[config.mk]
export PLATFORM = sky130hd
export DESIGN_NAME = scope_packet_deframer_rotary_decode
export DESIGN_NICKNAME = d
export VERILOG_FILES = /design/src/rtl/spdrd_pkg.sv /design/src/rtl/scope_packet_deframer_rotary_decode.sv /design/src/rtl/spdrd_queue.sv /design/src/rtl/spdrd_front.sv /design/src/rtl/spdrd_back.sv
export VERILOG_INCLUDE_DIRS = /design/src /design/src/rtl
export SDC_FILE = /design/constraint.sdc
export NUM_CORES = 2
export LEC_CHECK = 0
export ABC_AREA = 0
export ABC_CLOCK_PERIOD_IN_PS = 12100
export BUFFER_PORTS_ARGS = -buffer_cell sky130_fd_sc_hd__clkbuf_2
export CELL_PAD_IN_SITES_DETAIL_PLACEMENT = 0
export CELL_PAD_IN_SITES_GLOBAL_PLACEMENT = 2
export CORE_ASPECT_RATIO = 1.5
export CORE_UTILIZATION = 32
export DETAILED_ROUTE_END_ITERATION = 10
export GPL_ROUTABILITY_DRIVEN = 0
export PLACE_DENSITY = 0.72
export SYNTH_ARGS = -nofsm -noshare
export SYNTH_HDL_FRONTEND = slang
export SYNTH_SLANG_ARGS = --single-unit
[constraint.sdc]
create_clock -name clock -period 12.1 [get_ports clock]
set_input_delay 2.42 -clock clock [delete_from_list [all_inputs] [get_ports clock]]
set_output_delay 2.42 -clock clock [all_outputs]
set_load 0.005 [all_outputs]
[src/rtl/scope_packet_deframer_rotary_decode_assert.svh]
// Assertion macros for the packet deframer.
// Expects signals named clock and reset in the module that uses them.
`ifndef SCOPE_PACKET_DEFRAMER_ROTARY_DECODE_ASSERT_SVH
`define SCOPE_PACKET_DEFRAMER_ROTARY_DECODE_ASSERT_SVH

// same-cycle implication
`define SPDRD_ASSERT_IMPL(label, ante, cons) \
label: assert property (@(posedge clock) disable iff (reset) (ante) |-> (cons)) \
   else $error("spdrd assertion failed");

// next-cycle implication
`define SPDRD_ASSERT_NEXT(label, ante, cons) \
label: assert property (@(posedge clock) disable iff (reset) (ante) |=> (cons)) \
   else $error("spdrd assertion failed");

`endif

[src/rtl/spdrd_pkg.sv]
// Shared types, constants and the encoder pattern function of the deframer.
// No dependencies.
package spdrd_pkg;

   localparam int MID_DEPTH = 2;
   localparam int OUT_DEPTH = 4;

   localparam int RAW_W    = 14;
   localparam int MV_W     = 15;
   localparam int DIG_W    = 4;
   localparam int POS_W    = 4;
   localparam int NUM_ENC  = 3;
   localparam int HIST_LEN = 4;

   localparam logic [7:0] SYNC_RESET = 8'd115;
   localparam logic [7:0] ASCII_ZERO = 8'h30;
   localparam logic [7:0] ASCII_NINE = 8'h39;

   localparam logic [POS_W-1:0] POS_HUNT      = 4'd0;
   localparam logic [POS_W-1:0] POS_FIRST     = 4'd1;
   localparam logic [POS_W-1:0] POS_CH1_LAST  = 4'd4;
   localparam logic [POS_W-1:0] POS_CH2_LAST  = 4'd8;
   localparam logic [POS_W-1:0] POS_ENC_FIRST = 4'd9;
   localparam logic [POS_W-1:0] POS_ENC_LAST  = 4'd11;

   // volts_mv = MV_OFFSET - (raw * VOLT_SCALE + VOLT_ROUND) / VOLT_DIV
   localparam int NUM_W       = 27;
   localparam int RECIP_W     = 15;
   localparam int PROD_W      = NUM_W + RECIP_W;
   localparam int RECIP_SHIFT = 27;
   localparam int VOLT_SCALE  = 13200;
   localparam int VOLT_ROUND  = 4095;
   localparam int VOLT_DIV    = 8190;
   localparam int RECIP       = (1 << RECIP_SHIFT) / VOLT_DIV;
   localparam int MV_OFFSET   = 3325;

   typedef enum logic [1:0] {
      ENC_NONE = 2'd0,
      ENC_CW   = 2'd1,
      ENC_CCW  = 2'd2
   } enc_event_type;

   typedef logic [DIG_W-1:0] digit_type;
   // element HIST_LEN-1 is the newest phase
   typedef digit_type [HIST_LEN-1:0] hist_type;

   localparam hist_type HIST_RESET = 16'h0123;
   localparam hist_type CW_A  = 16'h3201;
   localparam hist_type CW_B  = 16'h2013;
   localparam hist_type CW_C  = 16'h0132;
   localparam hist_type CW_D  = 16'h1320;
   localparam hist_type CCW_A = 16'h2310;
   localparam hist_type CCW_B = 16'h3102;
   localparam hist_type CCW_C = 16'h1023;
   localparam hist_type CCW_D = 16'h0231;

   typedef struct packed {
      logic                   malformed;
      logic [RAW_W-1:0]       raw_ch1;
      logic [RAW_W-1:0]       raw_ch2;
      digit_type [NUM_ENC-1:0] enc;
      digit_type              sw;
   } pkt_type;

   typedef struct packed {
      logic [RAW_W-1:0]           raw_ch1;
      logic [RAW_W-1:0]           raw_ch2;
      logic signed [MV_W-1:0]     mv_ch1;
      logic signed [MV_W-1:0]     mv_ch2;
      enc_event_type [NUM_ENC-1:0] ev;
      digit_type                  sw;
      logic                       sw_changed;
      logic                       malformed;
   } rsp_type;

   function automatic enc_event_type enc_event(input hist_type h);
      enc_event_type ev;
      case (h)
         CW_A, CW_B, CW_C, CW_D:     ev = ENC_CW;
         CCW_A, CCW_B, CCW_C, CCW_D: ev = ENC_CCW;
         default:                    ev = ENC_NONE;
      endcase
      return ev;
   endfunction

endpackage

[src/rtl/scope_packet_deframer_rotary_decode.sv]
// Top level of the scope packet deframer with rotary encoder decode.
// Depends on spdrd_pkg, spdrd_front, spdrd_queue and spdrd_back.
//
// Input channel: one byte per push, taken when push is high and full is low.
// The front end hunts for csr_wdata's sync character (reset 's'), then takes
// twelve ASCII digits: two 4-digit readings, three encoder phases, a switch.
// Result channel: a result is on the rsp_ ports while empty is low and is
// taken when pop is high. One result per packet, or one per malformed byte.
// Throughput: one byte per clock while full is low; the front end never waits on the math.
// Path: a packet goes through the packet queue, the encoder/switch stage, the
// reciprocal multiply stage and the result queue before it shows on the ports.
// Voltage is 3325 - round(raw * 6600 / 4095) mV, done with one multiply by a
// fixed reciprocal and a single correction step.
// When the receiver stalls, results wait in a 4-deep result queue and then
// in the 2-deep packet queue; full rises only when the packet queue is full.
// Reset clears the hunt, the encoder histories and the switch state and
// reloads the sync character; both queues come up empty.
module scope_packet_deframer_rotary_decode #(
   parameter int MID_DEPTH = spdrd_pkg::MID_DEPTH,
   parameter int OUT_DEPTH = spdrd_pkg::OUT_DEPTH
) (
   input  logic                               clock,
   input  logic                               reset,
   input  logic                               csr_write_en,
   input  logic [7:0]                         csr_wdata,
   input  logic                               push,
   output logic                               full,
   input  logic [7:0]                         req_data_byte,
   output logic                               empty,
   input  logic                               pop,
   output logic [spdrd_pkg::RAW_W-1:0]        rsp_raw_ch1,
   output logic [spdrd_pkg::RAW_W-1:0]        rsp_raw_ch2,
   output logic signed [spdrd_pkg::MV_W-1:0]  rsp_volts_ch1_mv,
   output logic signed [spdrd_pkg::MV_W-1:0]  rsp_volts_ch2_mv,
   output logic [1:0]                         rsp_enc1_event,
   output logic [1:0]                         rsp_enc2_event,
   output logic [1:0]                         rsp_enc3_event,
   output logic [3:0]                         rsp_switch_value,
   output logic                               rsp_switch_changed,
   output logic                               rsp_malformed
);

   localparam int PKT_W   = $bits(spdrd_pkg::pkt_type);
   localparam int MCNT_W  = $clog2(MID_DEPTH + 1);

   logic               byte_valid;
   logic               front_push;
   spdrd_pkg::pkt_type front_pkt;
   logic [PKT_W-1:0]   mid_dout;
   logic               mid_empty;
   logic               mid_pop;
   logic [MCNT_W-1:0]  mid_cnt;
   spdrd_pkg::rsp_type rsp;

   assign byte_valid = push && !full;

   spdrd_front u_front (
      .clock        (clock),
      .reset        (reset),
      .csr_write_en (csr_write_en),
      .csr_wdata    (csr_wdata),
      .byte_valid   (byte_valid),
      .byte_data    (req_data_byte),
      .pkt_push     (front_push),
      .pkt_data     (front_pkt)
   );

   spdrd_queue #(
      .WIDTH (PKT_W),
      .DEPTH (MID_DEPTH)
   ) u_mid_queue (
      .clock (clock),
      .reset (reset),
      .push  (front_push),
      .din   (front_pkt),
      .full  (full),
      .pop   (mid_pop),
      .dout  (mid_dout),
      .empty (mid_empty),
      .count (mid_cnt)
   );

   spdrd_back #(
      .OUT_DEPTH (OUT_DEPTH)
   ) u_back (
      .clock     (clock),
      .reset     (reset),
      .pkt_empty (mid_empty),
      .pkt_data  (spdrd_pkg::pkt_type'(mid_dout)),
      .pkt_pop   (mid_pop),
      .rsp_data  (rsp),
      .rsp_empty (empty),
      .rsp_pop   (pop)
   );

   assign rsp_raw_ch1        = rsp.raw_ch1;
   assign rsp_raw_ch2        = rsp.raw_ch2;
   assign rsp_volts_ch1_mv   = rsp.mv_ch1;
   assign rsp_volts_ch2_mv   = rsp.mv_ch2;
   assign rsp_enc1_event     = rsp.ev[0];
   assign rsp_enc2_event     = rsp.ev[1];
   assign rsp_enc3_event     = rsp.ev[2];
   assign rsp_switch_value   = rsp.sw;
   assign rsp_switch_changed = rsp.sw_changed;
   assign rsp_malformed      = rsp.malformed;

   `include "scope_packet_deframer_rotary_decode_assert.svh"

   `SPDRD_ASSERT_IMPL(a_mid_count_bound, 1'b1, mid_cnt <= MCNT_W'(MID_DEPTH))
   `SPDRD_ASSERT_IMPL(a_push_has_room, front_push, !full)
   `SPDRD_ASSERT_NEXT(a_pop_drains, mid_pop && !front_push && mid_cnt == MCNT_W'(1),
                      mid_empty)

endmodule

[src/rtl/spdrd_queue.sv]
// Small first-in first-out queue of flip-flops with an occupancy count.
// No dependencies.
module spdrd_queue #(
   parameter int WIDTH = 8,
   parameter int DEPTH = 2
) (
   input  logic                           clock,
   input  logic                           reset,
   input  logic                           push,
   input  logic [WIDTH-1:0]               din,
   output logic                           full,
   input  logic                           pop,
   output logic [WIDTH-1:0]               dout,
   output logic                           empty,
   output logic [$clog2(DEPTH+1)-1:0]     count
);

   localparam int PTR_W = (DEPTH > 1) ? $clog2(DEPTH) : 1;
   localparam int CNT_W = $clog2(DEPTH + 1);

   logic [WIDTH-1:0] mem_ff [DEPTH];
   logic [PTR_W-1:0] wr_ptr_ff, wr_ptr_in;
   logic [PTR_W-1:0] rd_ptr_ff, rd_ptr_in;
   logic [CNT_W-1:0] cnt_ff, cnt_in;
   logic             push_ok, pop_ok;

   assign full    = (cnt_ff == CNT_W'(DEPTH));
   assign empty   = (cnt_ff == '0);
   assign count   = cnt_ff;
   assign dout    = mem_ff[rd_ptr_ff];
   assign push_ok = push && !full;
   assign pop_ok  = pop && !empty;

   always_comb begin
      wr_ptr_in = wr_ptr_ff;
      rd_ptr_in = rd_ptr_ff;
      cnt_in    = cnt_ff;
      if (push_ok) begin
         wr_ptr_in = (wr_ptr_ff == PTR_W'(DEPTH - 1)) ? '0 : wr_ptr_ff + 1'b1;
      end
      if (pop_ok) begin
         rd_ptr_in = (rd_ptr_ff == PTR_W'(DEPTH - 1)) ? '0 : rd_ptr_ff + 1'b1;
      end
      if (push_ok && !pop_ok) begin
         cnt_in = cnt_ff + 1'b1;
      end else if (pop_ok && !push_ok) begin
         cnt_in = cnt_ff - 1'b1;
      end
   end

   always_ff @(posedge clock) begin
      if (reset) begin
         wr_ptr_ff <= '0;
         rd_ptr_ff <= '0;
         cnt_ff    <= '0;
      end else begin
         wr_ptr_ff <= wr_ptr_in;
         rd_ptr_ff <= rd_ptr_in;
         cnt_ff    <= cnt_in;
      end
   end

   always_ff @(posedge clock) begin
      if (push_ok) begin
         mem_ff[wr_ptr_ff] <= din;
      end
   end

endmodule

[src/rtl/spdrd_front.sv]
// Front end: sync hunt, digit check and payload collection into packets.
// Depends on spdrd_pkg.
module spdrd_front (
   input  logic              clock,
   input  logic              reset,
   input  logic              csr_write_en,
   input  logic [7:0]        csr_wdata,
   input  logic              byte_valid,
   input  logic [7:0]        byte_data,
   output logic              pkt_push,
   output spdrd_pkg::pkt_type pkt_data
);

   logic [7:0]                              sync_ff;
   logic [spdrd_pkg::POS_W-1:0]             pos_ff, pos_in;
   logic [spdrd_pkg::RAW_W-1:0]             acc1_ff, acc1_in;
   logic [spdrd_pkg::RAW_W-1:0]             acc2_ff, acc2_in;
   spdrd_pkg::digit_type [spdrd_pkg::NUM_ENC-1:0] enc_ff, enc_in;
   logic                                    is_digit;
   spdrd_pkg::digit_type                    digit;
   logic [spdrd_pkg::RAW_W-1:0]             acc1_next, acc2_next;

   assign is_digit = (byte_data >= spdrd_pkg::ASCII_ZERO) &&
                     (byte_data <= spdrd_pkg::ASCII_NINE);
   assign digit    = spdrd_pkg::DIG_W'(byte_data - spdrd_pkg::ASCII_ZERO);
   assign acc1_next = spdrd_pkg::RAW_W'({acc1_ff, 3'b000} + {acc1_ff, 1'b0} + digit);
   assign acc2_next = spdrd_pkg::RAW_W'({acc2_ff, 3'b000} + {acc2_ff, 1'b0} + digit);

   always_comb begin
      pos_in   = pos_ff;
      acc1_in  = acc1_ff;
      acc2_in  = acc2_ff;
      enc_in   = enc_ff;
      pkt_push = 1'b0;
      pkt_data = '0;
      if (byte_valid) begin
         if (pos_ff == spdrd_pkg::POS_HUNT) begin
            if (byte_data == sync_ff) begin
               pos_in  = spdrd_pkg::POS_FIRST;
               acc1_in = '0;
               acc2_in = '0;
            end
         end else if (!is_digit) begin
            pkt_push           = 1'b1;
            pkt_data.malformed = 1'b1;
            pos_in             = spdrd_pkg::POS_HUNT;
            acc1_in            = '0;
            acc2_in            = '0;
         end else if (pos_ff <= spdrd_pkg::POS_CH1_LAST) begin
            acc1_in = acc1_next;
            pos_in  = pos_ff + 1'b1;
         end else if (pos_ff <= spdrd_pkg::POS_CH2_LAST) begin
            acc2_in = acc2_next;
            pos_in  = pos_ff + 1'b1;
         end else if (pos_ff <= spdrd_pkg::POS_ENC_LAST) begin
            enc_in[2'(pos_ff - spdrd_pkg::POS_ENC_FIRST)] = digit;
            pos_in = pos_ff + 1'b1;
         end else begin
            pkt_push         = 1'b1;
            pkt_data.raw_ch1 = acc1_ff;
            pkt_data.raw_ch2 = acc2_ff;
            pkt_data.enc     = enc_ff;
            pkt_data.sw      = digit;
            pos_in           = spdrd_pkg::POS_HUNT;
            acc1_in          = '0;
            acc2_in          = '0;
         end
      end
   end

   always_ff @(posedge clock) begin
      if (reset) begin
         sync_ff <= spdrd_pkg::SYNC_RESET;
         pos_ff  <= spdrd_pkg::POS_HUNT;
         acc1_ff <= '0;
         acc2_ff <= '0;
         enc_ff  <= '0;
      end else begin
         if (csr_write_en) begin
            sync_ff <= csr_wdata;
         end
         pos_ff  <= pos_in;
         acc1_ff <= acc1_in;
         acc2_ff <= acc2_in;
         enc_ff  <= enc_in;
      end
   end

endmodule

[src/rtl/spdrd_back.sv]
// Back end: encoder history, switch tracking, voltage pipeline, result queue.
// Depends on spdrd_pkg, spdrd_queue and the assertion macro header.
`include "scope_packet_deframer_rotary_decode_assert.svh"

module spdrd_back #(
   parameter int OUT_DEPTH = spdrd_pkg::OUT_DEPTH
) (
   input  logic               clock,
   input  logic               reset,
   input  logic               pkt_empty,
   input  spdrd_pkg::pkt_type pkt_data,
   output logic               pkt_pop,
   output spdrd_pkg::rsp_type rsp_data,
   output logic               rsp_empty,
   input  logic               rsp_pop
);

   localparam int CNT_W = $clog2(OUT_DEPTH + 1);
   localparam int RSP_W = $bits(spdrd_pkg::rsp_type);

   spdrd_pkg::hist_type  hist_ff [spdrd_pkg::NUM_ENC];
   spdrd_pkg::hist_type  hist_in [spdrd_pkg::NUM_ENC];
   spdrd_pkg::digit_type sw_ff;

   logic                              v1_ff, v2_ff;
   logic [spdrd_pkg::NUM_W-1:0]       num1_s1_ff, num2_s1_ff, num1_in, num2_in;
   logic [spdrd_pkg::NUM_W-1:0]       num1_s2_ff, num2_s2_ff;
   logic [spdrd_pkg::PROD_W-1:0]      prod1_ff, prod2_ff;
   spdrd_pkg::rsp_type                s1_rsp_ff, s1_rsp_in, s2_rsp_ff, out_item;

   logic [CNT_W-1:0]                  out_cnt;
   logic                              out_full;
   logic [RSP_W-1:0]                  out_dout;
   logic [spdrd_pkg::MV_W-1:0]        q1, q2;

   assign pkt_pop = !pkt_empty &&
                    (({1'b0, out_cnt} + CNT_W'(v1_ff) + CNT_W'(v2_ff)) <
                     (CNT_W + 1)'(OUT_DEPTH));

   function automatic logic [spdrd_pkg::MV_W-1:0] quot_fix(
      input logic [spdrd_pkg::NUM_W-1:0]  num,
      input logic [spdrd_pkg::PROD_W-1:0] prod
   );
      logic [spdrd_pkg::MV_W-1:0]  q0;
      logic [spdrd_pkg::NUM_W:0]   rem;
      q0  = prod[spdrd_pkg::PROD_W-1:spdrd_pkg::RECIP_SHIFT];
      rem = {1'b0, num} - (spdrd_pkg::NUM_W + 1)'((spdrd_pkg::NUM_W + 1)'(q0) *
                                                  (spdrd_pkg::NUM_W + 1)'(spdrd_pkg::VOLT_DIV));
      return (rem >= (spdrd_pkg::NUM_W + 1)'(spdrd_pkg::VOLT_DIV)) ? q0 + 1'b1 : q0;
   endfunction

   // classify encoders and switch at issue
   always_comb begin
      s1_rsp_in           = '0;
      s1_rsp_in.raw_ch1   = pkt_data.raw_ch1;
      s1_rsp_in.raw_ch2   = pkt_data.raw_ch2;
      s1_rsp_in.malformed = pkt_data.malformed;
      for (int e = 0; e < spdrd_pkg::NUM_ENC; e++) begin
         hist_in[e] = hist_ff[e];
         if (!pkt_data.malformed &&
             pkt_data.enc[e] != hist_ff[e][spdrd_pkg::HIST_LEN-1]) begin
            hist_in[e] = {pkt_data.enc[e], hist_ff[e][spdrd_pkg::HIST_LEN-1:1]};
            s1_rsp_in.ev[e] = spdrd_pkg::enc_event(hist_in[e]);
         end
      end
      if (!pkt_data.malformed) begin
         s1_rsp_in.sw         = pkt_data.sw;
         s1_rsp_in.sw_changed = (pkt_data.sw != sw_ff);
      end
      num1_in = spdrd_pkg::NUM_W'(spdrd_pkg::NUM_W'(pkt_data.raw_ch1) *
                                  spdrd_pkg::NUM_W'(spdrd_pkg::VOLT_SCALE) +
                                  spdrd_pkg::NUM_W'(spdrd_pkg::VOLT_ROUND));
      num2_in = spdrd_pkg::NUM_W'(spdrd_pkg::NUM_W'(pkt_data.raw_ch2) *
                                  spdrd_pkg::NUM_W'(spdrd_pkg::VOLT_SCALE) +
                                  spdrd_pkg::NUM_W'(spdrd_pkg::VOLT_ROUND));
   end

   // finish the quotient and the millivolt value
   always_comb begin
      q1       = quot_fix(num1_s2_ff, prod1_ff);
      q2       = quot_fix(num2_s2_ff, prod2_ff);
      out_item = s2_rsp_ff;
      if (!s2_rsp_ff.malformed) begin
         out_item.mv_ch1 = signed'(spdrd_pkg::MV_W'(spdrd_pkg::MV_OFFSET) - q1);
         out_item.mv_ch2 = signed'(spdrd_pkg::MV_W'(spdrd_pkg::MV_OFFSET) - q2);
      end
   end

   always_ff @(posedge clock) begin
      if (reset) begin
         v1_ff <= 1'b0;
         v2_ff <= 1'b0;
         sw_ff <= '0;
         for (int e = 0; e < spdrd_pkg::NUM_ENC; e++) begin
            hist_ff[e] <= spdrd_pkg::HIST_RESET;
         end
      end else begin
         v1_ff <= pkt_pop;
         v2_ff <= v1_ff;
         if (pkt_pop) begin
            for (int e = 0; e < spdrd_pkg::NUM_ENC; e++) begin
               hist_ff[e] <= hist_in[e];
            end
            if (!pkt_data.malformed) begin
               sw_ff <= pkt_data.sw;
            end
         end
      end
   end

   always_ff @(posedge clock) begin
      s1_rsp_ff  <= s1_rsp_in;
      num1_s1_ff <= num1_in;
      num2_s1_ff <= num2_in;
      s2_rsp_ff  <= s1_rsp_ff;
      num1_s2_ff <= num1_s1_ff;
      num2_s2_ff <= num2_s1_ff;
      prod1_ff   <= spdrd_pkg::PROD_W'(num1_s1_ff) * spdrd_pkg::PROD_W'(spdrd_pkg::RECIP);
      prod2_ff   <= spdrd_pkg::PROD_W'(num2_s1_ff) * spdrd_pkg::PROD_W'(spdrd_pkg::RECIP);
   end

   spdrd_queue #(
      .WIDTH (RSP_W),
      .DEPTH (OUT_DEPTH)
   ) u_out_queue (
      .clock (clock),
      .reset (reset),
      .push  (v2_ff),
      .din   (out_item),
      .full  (out_full),
      .pop   (rsp_pop),
      .dout  (out_dout),
      .empty (rsp_empty),
      .count (out_cnt)
   );

   assign rsp_data = spdrd_pkg::rsp_type'(out_dout);

   `SPDRD_ASSERT_IMPL(a_out_no_overflow, v2_ff, !out_full)
   `SPDRD_ASSERT_IMPL(a_issue_has_pkt, pkt_pop, !pkt_empty)
   `SPDRD_ASSERT_NEXT(a_issue_reaches_s1, pkt_pop, v1_ff)
   `SPDRD_ASSERT_IMPL(a_malformed_clean, v2_ff && s2_rsp_ff.malformed,
                      out_item.raw_ch1 == '0 && out_item.mv_ch1 == '0 &&
                      out_item.mv_ch2 == '0 && out_item.sw_changed == 1'b0)

endmodule

# After elaboration in Yosys (flattened, before gate mapping)
# Memories as Yosys holds them, arrays and structs flattened. A register that Yosys moved wholly into a read port is not among the register bits.
# Index checks and enable logic that the tools add are counted.
# word_totals
register_bits	337
latchBits	0
ramBits	418
romBits	0
in_bits	21
out_inout_bits	72
word_cells	232
memories	3
# classes
add_sub_neg	25
multipliers	6
div	0
order_cmp	10
n_eq_ne	38
n_shift	0
mux	65
n_bitwise	7
reduce_logical	40
# memory_table
memory	words	width	read_ports	rd_ports_with_merged_regs	write_ports	line_no	rtl
u_back.u_out_queue.mem_ff	4	70	1	1	1	spdrd_queue.sv:21	logic [WIDTH-1:0] mem_ff [DEPTH];
u_mid_queue.mem_ff	2	45	1	1	1	spdrd_queue.sv:21	
u_back.hist_ff	3	16	3	0	3	spdrd_back.sv:21	spdrd_pkg::hist_type hist_ff [spdrd_pkg::NUM_ENC];
# ops
cell	n
16-bit by 14-bit equality test with 1-bit output (second input constant)	12
44-bit two-way mux	4
14-bit two-way mux	10
16-bit by 13-bit equality test with 1-bit output (second input constant)	6
16-bit two-way mux	6
45-bit two-way mux	2
27-bit by 13-bit multiplier with 40-bit output (second input constant)	2
28-bit by 13-bit >= comparator with 1-bit output (second input constant)	2
27-bit by 28-bit subtractor with 28-bit output	2
27-bit by 12-bit adder with 27-bit output (second input constant)	2
15-bit by 12-bit multiplier with 27-bit output (second input constant)	2
16-bit by 10-bit equality test with 1-bit output (second input constant)	3
16-bit by 9-bit equality test with 1-bit output (second input constant)	3
14-bit by 10-bit multiplier with 23-bit output (second input constant)	2
15-bit by 1-bit adder with 15-bit output (second input constant)	2
15-bit two-way mux	2
30-bit two-way mux	1
12-bit by 15-bit subtractor with 15-bit output (first input constant)	2
14-bit adder	2
14-bit by 4-bit adder with 14-bit output	2
4-bit two-way mux	7
4-bit OR reduction	6
1-bit two-way mux	20
4-bit != test	4
38 further kinds	85

# Longest topological paths before layout
# depth
depth_word	12
depth_mapped	41
ltp_nobuf	38

# Hierarchy
# A second synthesis with hierarchy kept.
# unflattened
hier_cells	3854
hier_area_um2	44232.4
# by_module_without_submodules
module	n_inst	cells_each	area_each_um2	seq_area_each_um2
spdrd_back	1	2802	26314.0	5245.0
spdrd_queue at u_back.u_out_queue	1	416	10576.4	8588.2
spdrd_front	1	470	3876.2	1041.0
spdrd_queue at u_mid_queue	1	165	3452.1	2802.7
scope_packet_deframer_rotary_decode	1	1	13.8	0.0

# Worst setup path before layout
# Ideal clock, no wire load.
# synth_timing
path_type	register -> register
startpoint	register u_back.prod2_ff[30] (netlist bit)
endpoint	memory u_back.u_out_queue.mem_ff[0][25] (netlist bit) (data pin)
arrival_time_ns	8.684
required_time_ns	11.917
slack_ns	3.232
path_stages_with_launch	38
path_buffers	3
period_less_slack_ns	8.868
path_cell_list	dfxtp_1 clkbuf_1 inv_1 fa_1 fa_1 inv_1 ha_1 inv_1 fa_1 inv_1 fa_1 ha_1 a21oi_1 o21bai_1 a21o_1 a211oi_1 o21ai_0 a31oi_1 [2 not listed] xor2_1 ha_1 buf_2 and3_1 o41ai_1 xnor2_1 nor4_2 nand4_1 nor4_4 nand4_4 buf_1 mux2_2 ha_1 nand3_1 o2bb2ai_1 a31oi_1 o311ai_1 mux2i_1
# synth_lines
item	line_no	rtl
start, declared	spdrd_back.sv:28	logic [spdrd_pkg::PROD_W-1:0] prod1_ff, prod2_ff;
start signal, assigned	spdrd_back.sv:119	prod2_ff <= spdrd_pkg::PROD_W'(num2_s1_ff) * spdrd_pkg::PROD_W'(spdrd_pkg::RECIP);
end, declared	spdrd_queue.sv:21	

==> impl_metrics.yaml <==
place:
  io_buffers: 92
  pre_cts_ws_ns: 1.51
  place_hpwl_mm: 78.8
  dp.cells: 5499
die:
  core_area_sq_um: 135000
  dieArea_sq_um: 137000
  chipWidth_um: 303
  start_util_pct: 32.2
  rows: 165
  chipHeight_um: 453
  io_pins: 93
yosys:
  yosys_register_bits: 680
  synth-compound-area-share_pct: 8.49
  synth_fa_ha_area_share_pct: 25.8
  ys_warn_count: 0
  async_flop_share_pct: 0
  yosys.area_share.simple_pct: 9.14
  syn-cell-area_sq_um: 43400
  synth_top_family_by_area: "adder cells"
  synthesis.nets: 4471
  synth_cell_types: 91
  yosys.area_share.xor_xnor_pct: 5.40
  synth-seq-area-share_pct: 40.7
  synth_edf_count: 406
  muxShareOfSynthArea_pct: 5.26
  syn-instance-count: 3714
  avgSynthCellArea_sq_um: 11.7
  synth-main-ff-cell: "edfxtp_1"
clock_network:
  clk_latency_ns: 0.66
  cts.clk_slew.worst_paths_ns: 0.06
  root_buffer: "clkbuf_16"
  numCtsBuffers: 71
  ctsResizeCount: 0
  cts.sinks: 680
  cts.path.max_buffers: 3
  post-cts-setup-buffers: 0
  cts-hold-fix-buffers: 0
  cts-htree-levels: 3
  cts_tree: "yes"
final_layout:
  mostFrequentLayoutCell: "inv_1"
  post-route-util_pct: 35.8
  final-instance-count-excl-fill: 5629
  final_nets: 4576
  drive_gt1_share_pct: 9.26
  num-fill-cells: 13350
  areaGrowthSynthToFinish_pct: 11.1
  mostFrequentLayoutCells: "inv_1 (521), ha_1 (469), edfxtp_1 (406), dfxtp_1 (271), fa_1 (267)"
setup_path:
  max_stage_delay_ns: 0.88
  crit_slowest_cell: "nor3_1"
  crit_buf_inv: 5
  arrival_ns: 10.94
  start_kind: "register"
  crit_required_ns: 12.56
  critical_path_class: "reg -> reg"
  cp_top_family: "compound AO/OA/AOI/OAI gates"
  worst_setup_path_end_kind: "register"
  critical_path.max_fanout: 10
  reg2reg_from: "u_back.prod1_ff[30]$_DFF_P_"
  startpoint: "u_back.prod1_ff[30]$_DFF_P_"
drt:
  drcViolationCount: 0
  detail-route-antenna-nets: 0
  vias: 26886
  drt_wl_total_mm: 101
  first_iter_violations: 1116
  drt_first_pass_iters: 5
  via_per_inst: 4.78
  route.detailed.wl_per_inst_um: 17.9
sta:
  setup_viol: 0
  slew-limit-headroom_pct: 28.7
  fin_skew_ns: 0.0282
  slew_viol_final: 0
  period_needed_ns: 10.48
  max_freq_mhz: 95.4
  setup_tns_ns: 0
  tightest_slew_ns: 1.07
  layout_setup_ws_ns: 1.62
  rsz0062_at_grt: "no"
  fin_crit_sh_pct: 86.6
  hold_viol: 0
global_route:
  grt.busiest_layer: "met2"
  grt-ovfl-total: 0
  use_met2_pct: 29.6
  antenna_found_initial: 1
  use_met3_pct: 1.76
  grt_usage_pct: 15.0
  grt_max_degree: 72
  grt_pass1_vias: 28872
  grt_pass1_wl_mm: 159
  gr-usage-met1_pct: 15.9
outcome:
  status: "finished, final reports clean"
flow_run:
  cap_violations: 0
worst_hold_path:
  hold_class: "reg -> reg"
  min-delay-start: "u_back.s1_rsp_ff[52]$_DFF_P_"
==> cells in the mapped netlist (all sizes together), types with 18 or more instances <==
cell    number  area share, %
mux4        70            3.6
o21a        31           0.54
a31oi       18           0.26
inv        521            4.5
fa         267             12
nor2       184            1.6
nand2      115           0.99
buf         22           0.21
and2        92            1.3
o21bai      21           0.36
ha         469             14
a21o        53           0.92
clkbuf      51           0.44
nor2b       35           0.50
dfxtp      274             13
edfxtp     406             28
or3         21           0.30
a22oi       26           0.45
o21ai       83           0.96
o22ai       20           0.29
xor2        93            1.9
nor3        63           0.74
mux2        22           0.59
a21oi      154            1.8
nand4       24           0.38
mux2i       45            1.0
xnor2      174            3.5
nand2b      35           0.50
a211oi      21           0.37
and3        33           0.48
nand3       71           0.82
==> state kept, by name, indices dropped and copies added (netlist names), 2 cells and up, named ones only <==
| register | count |
|---|---|
| u_back.out_item | 40 |
| u_back.num2_s2_ff | 15 |
| u_front.acc1_ff | 14 |
| u_front.sync_ff | 8 |
| u_back.prod2_ff | 23 |
| u_front.enc_ff | 12 |
| u_mid_queue.count | 2 |
| u_back.num2_s1_ff | 23 |
| u_front.pos_ff | 4 |
| u_back.num1_s2_ff | 15 |
| u_back.u_out_queue.rd_ptr_ff | 2 |
| u_back.hist_ff | 36 |
| u_mid_queue.mem_ff | 90 |
| u_front.acc2_ff | 14 |
| u_back.num1_s1_ff | 23 |
| u_back.sw_ff | 4 |
| u_back.prod1_ff | 23 |
| u_back.u_out_queue.wr_ptr_ff | 2 |
| u_back.s1_rsp_ff | 40 |
| u_back.u_out_queue.mem_ff | 280 |
| u_back.u_out_queue.count | 3 |
==> metrics by stage <==
stage          cell area (sq um)  hold slack, ns
2_1_floorplan              43400           0.310
3_3_place_gp               45900           0.310
3_5_place_dp               45900           0.312
4_1_cts                    48200           0.324
5_1_grt                    48200           0.329
6_report                   48200           0.325
==> worst paths after layout <==
kind                                                                    to  slack (ns)  cells after the start
worst max-delay path            u_back.u_out_queue.mem_ff[1][40]$_DFFE_PP_        1.62                     36
worst min-delay path                           u_back.out_item[52]$_DFF_P_        0.32                      0
worst max register to register  u_back.u_out_queue.mem_ff[1][40]$_DFFE_PP_        1.62                     36
worst min register to register                 u_back.out_item[52]$_DFF_P_        0.32                      0
==> logic make-up after synthesis <==
group	Yosys count
AND/OR/NAND/NOR	755
multiplexers	137
flip-flops	680
XOR/XNOR	267
adder cells (fa/ha/maj)	736
AO/OA/AOI/OAI	545
buffers and inverters	594
==> area by class of cell <==
type | instances | area, sq um | share of cell area, %
diodes | 1 | 2.50 | 0.00519
multi-input cells | 2440 | 23500 | 48.8
repair buffers | 105 | 558 | 1.16
inverters | 521 | 1960 | 4.05
clock inverters | 38 | 399 | 0.828
flip-flops and latches | 680 | 17700 | 36.7
well taps | 1753 | 2190 | 4.55
clock buffers | 91 | 1920 | 3.99
==> layer usage <==
| metal | share of wire, % | vias up |
|---|---|---|
| met1 | 38 | 13184 |
| met5 | 0 | - |
| li1 | - | 13178 |
| met2 | 56 | 357 |
| met3 | 2.6 | 167 |
| met4 | 3.3 | 0 |
Power is not shown: default switching activity piles up to over one toggle a cycle in this logic, so the estimate is an artifact.
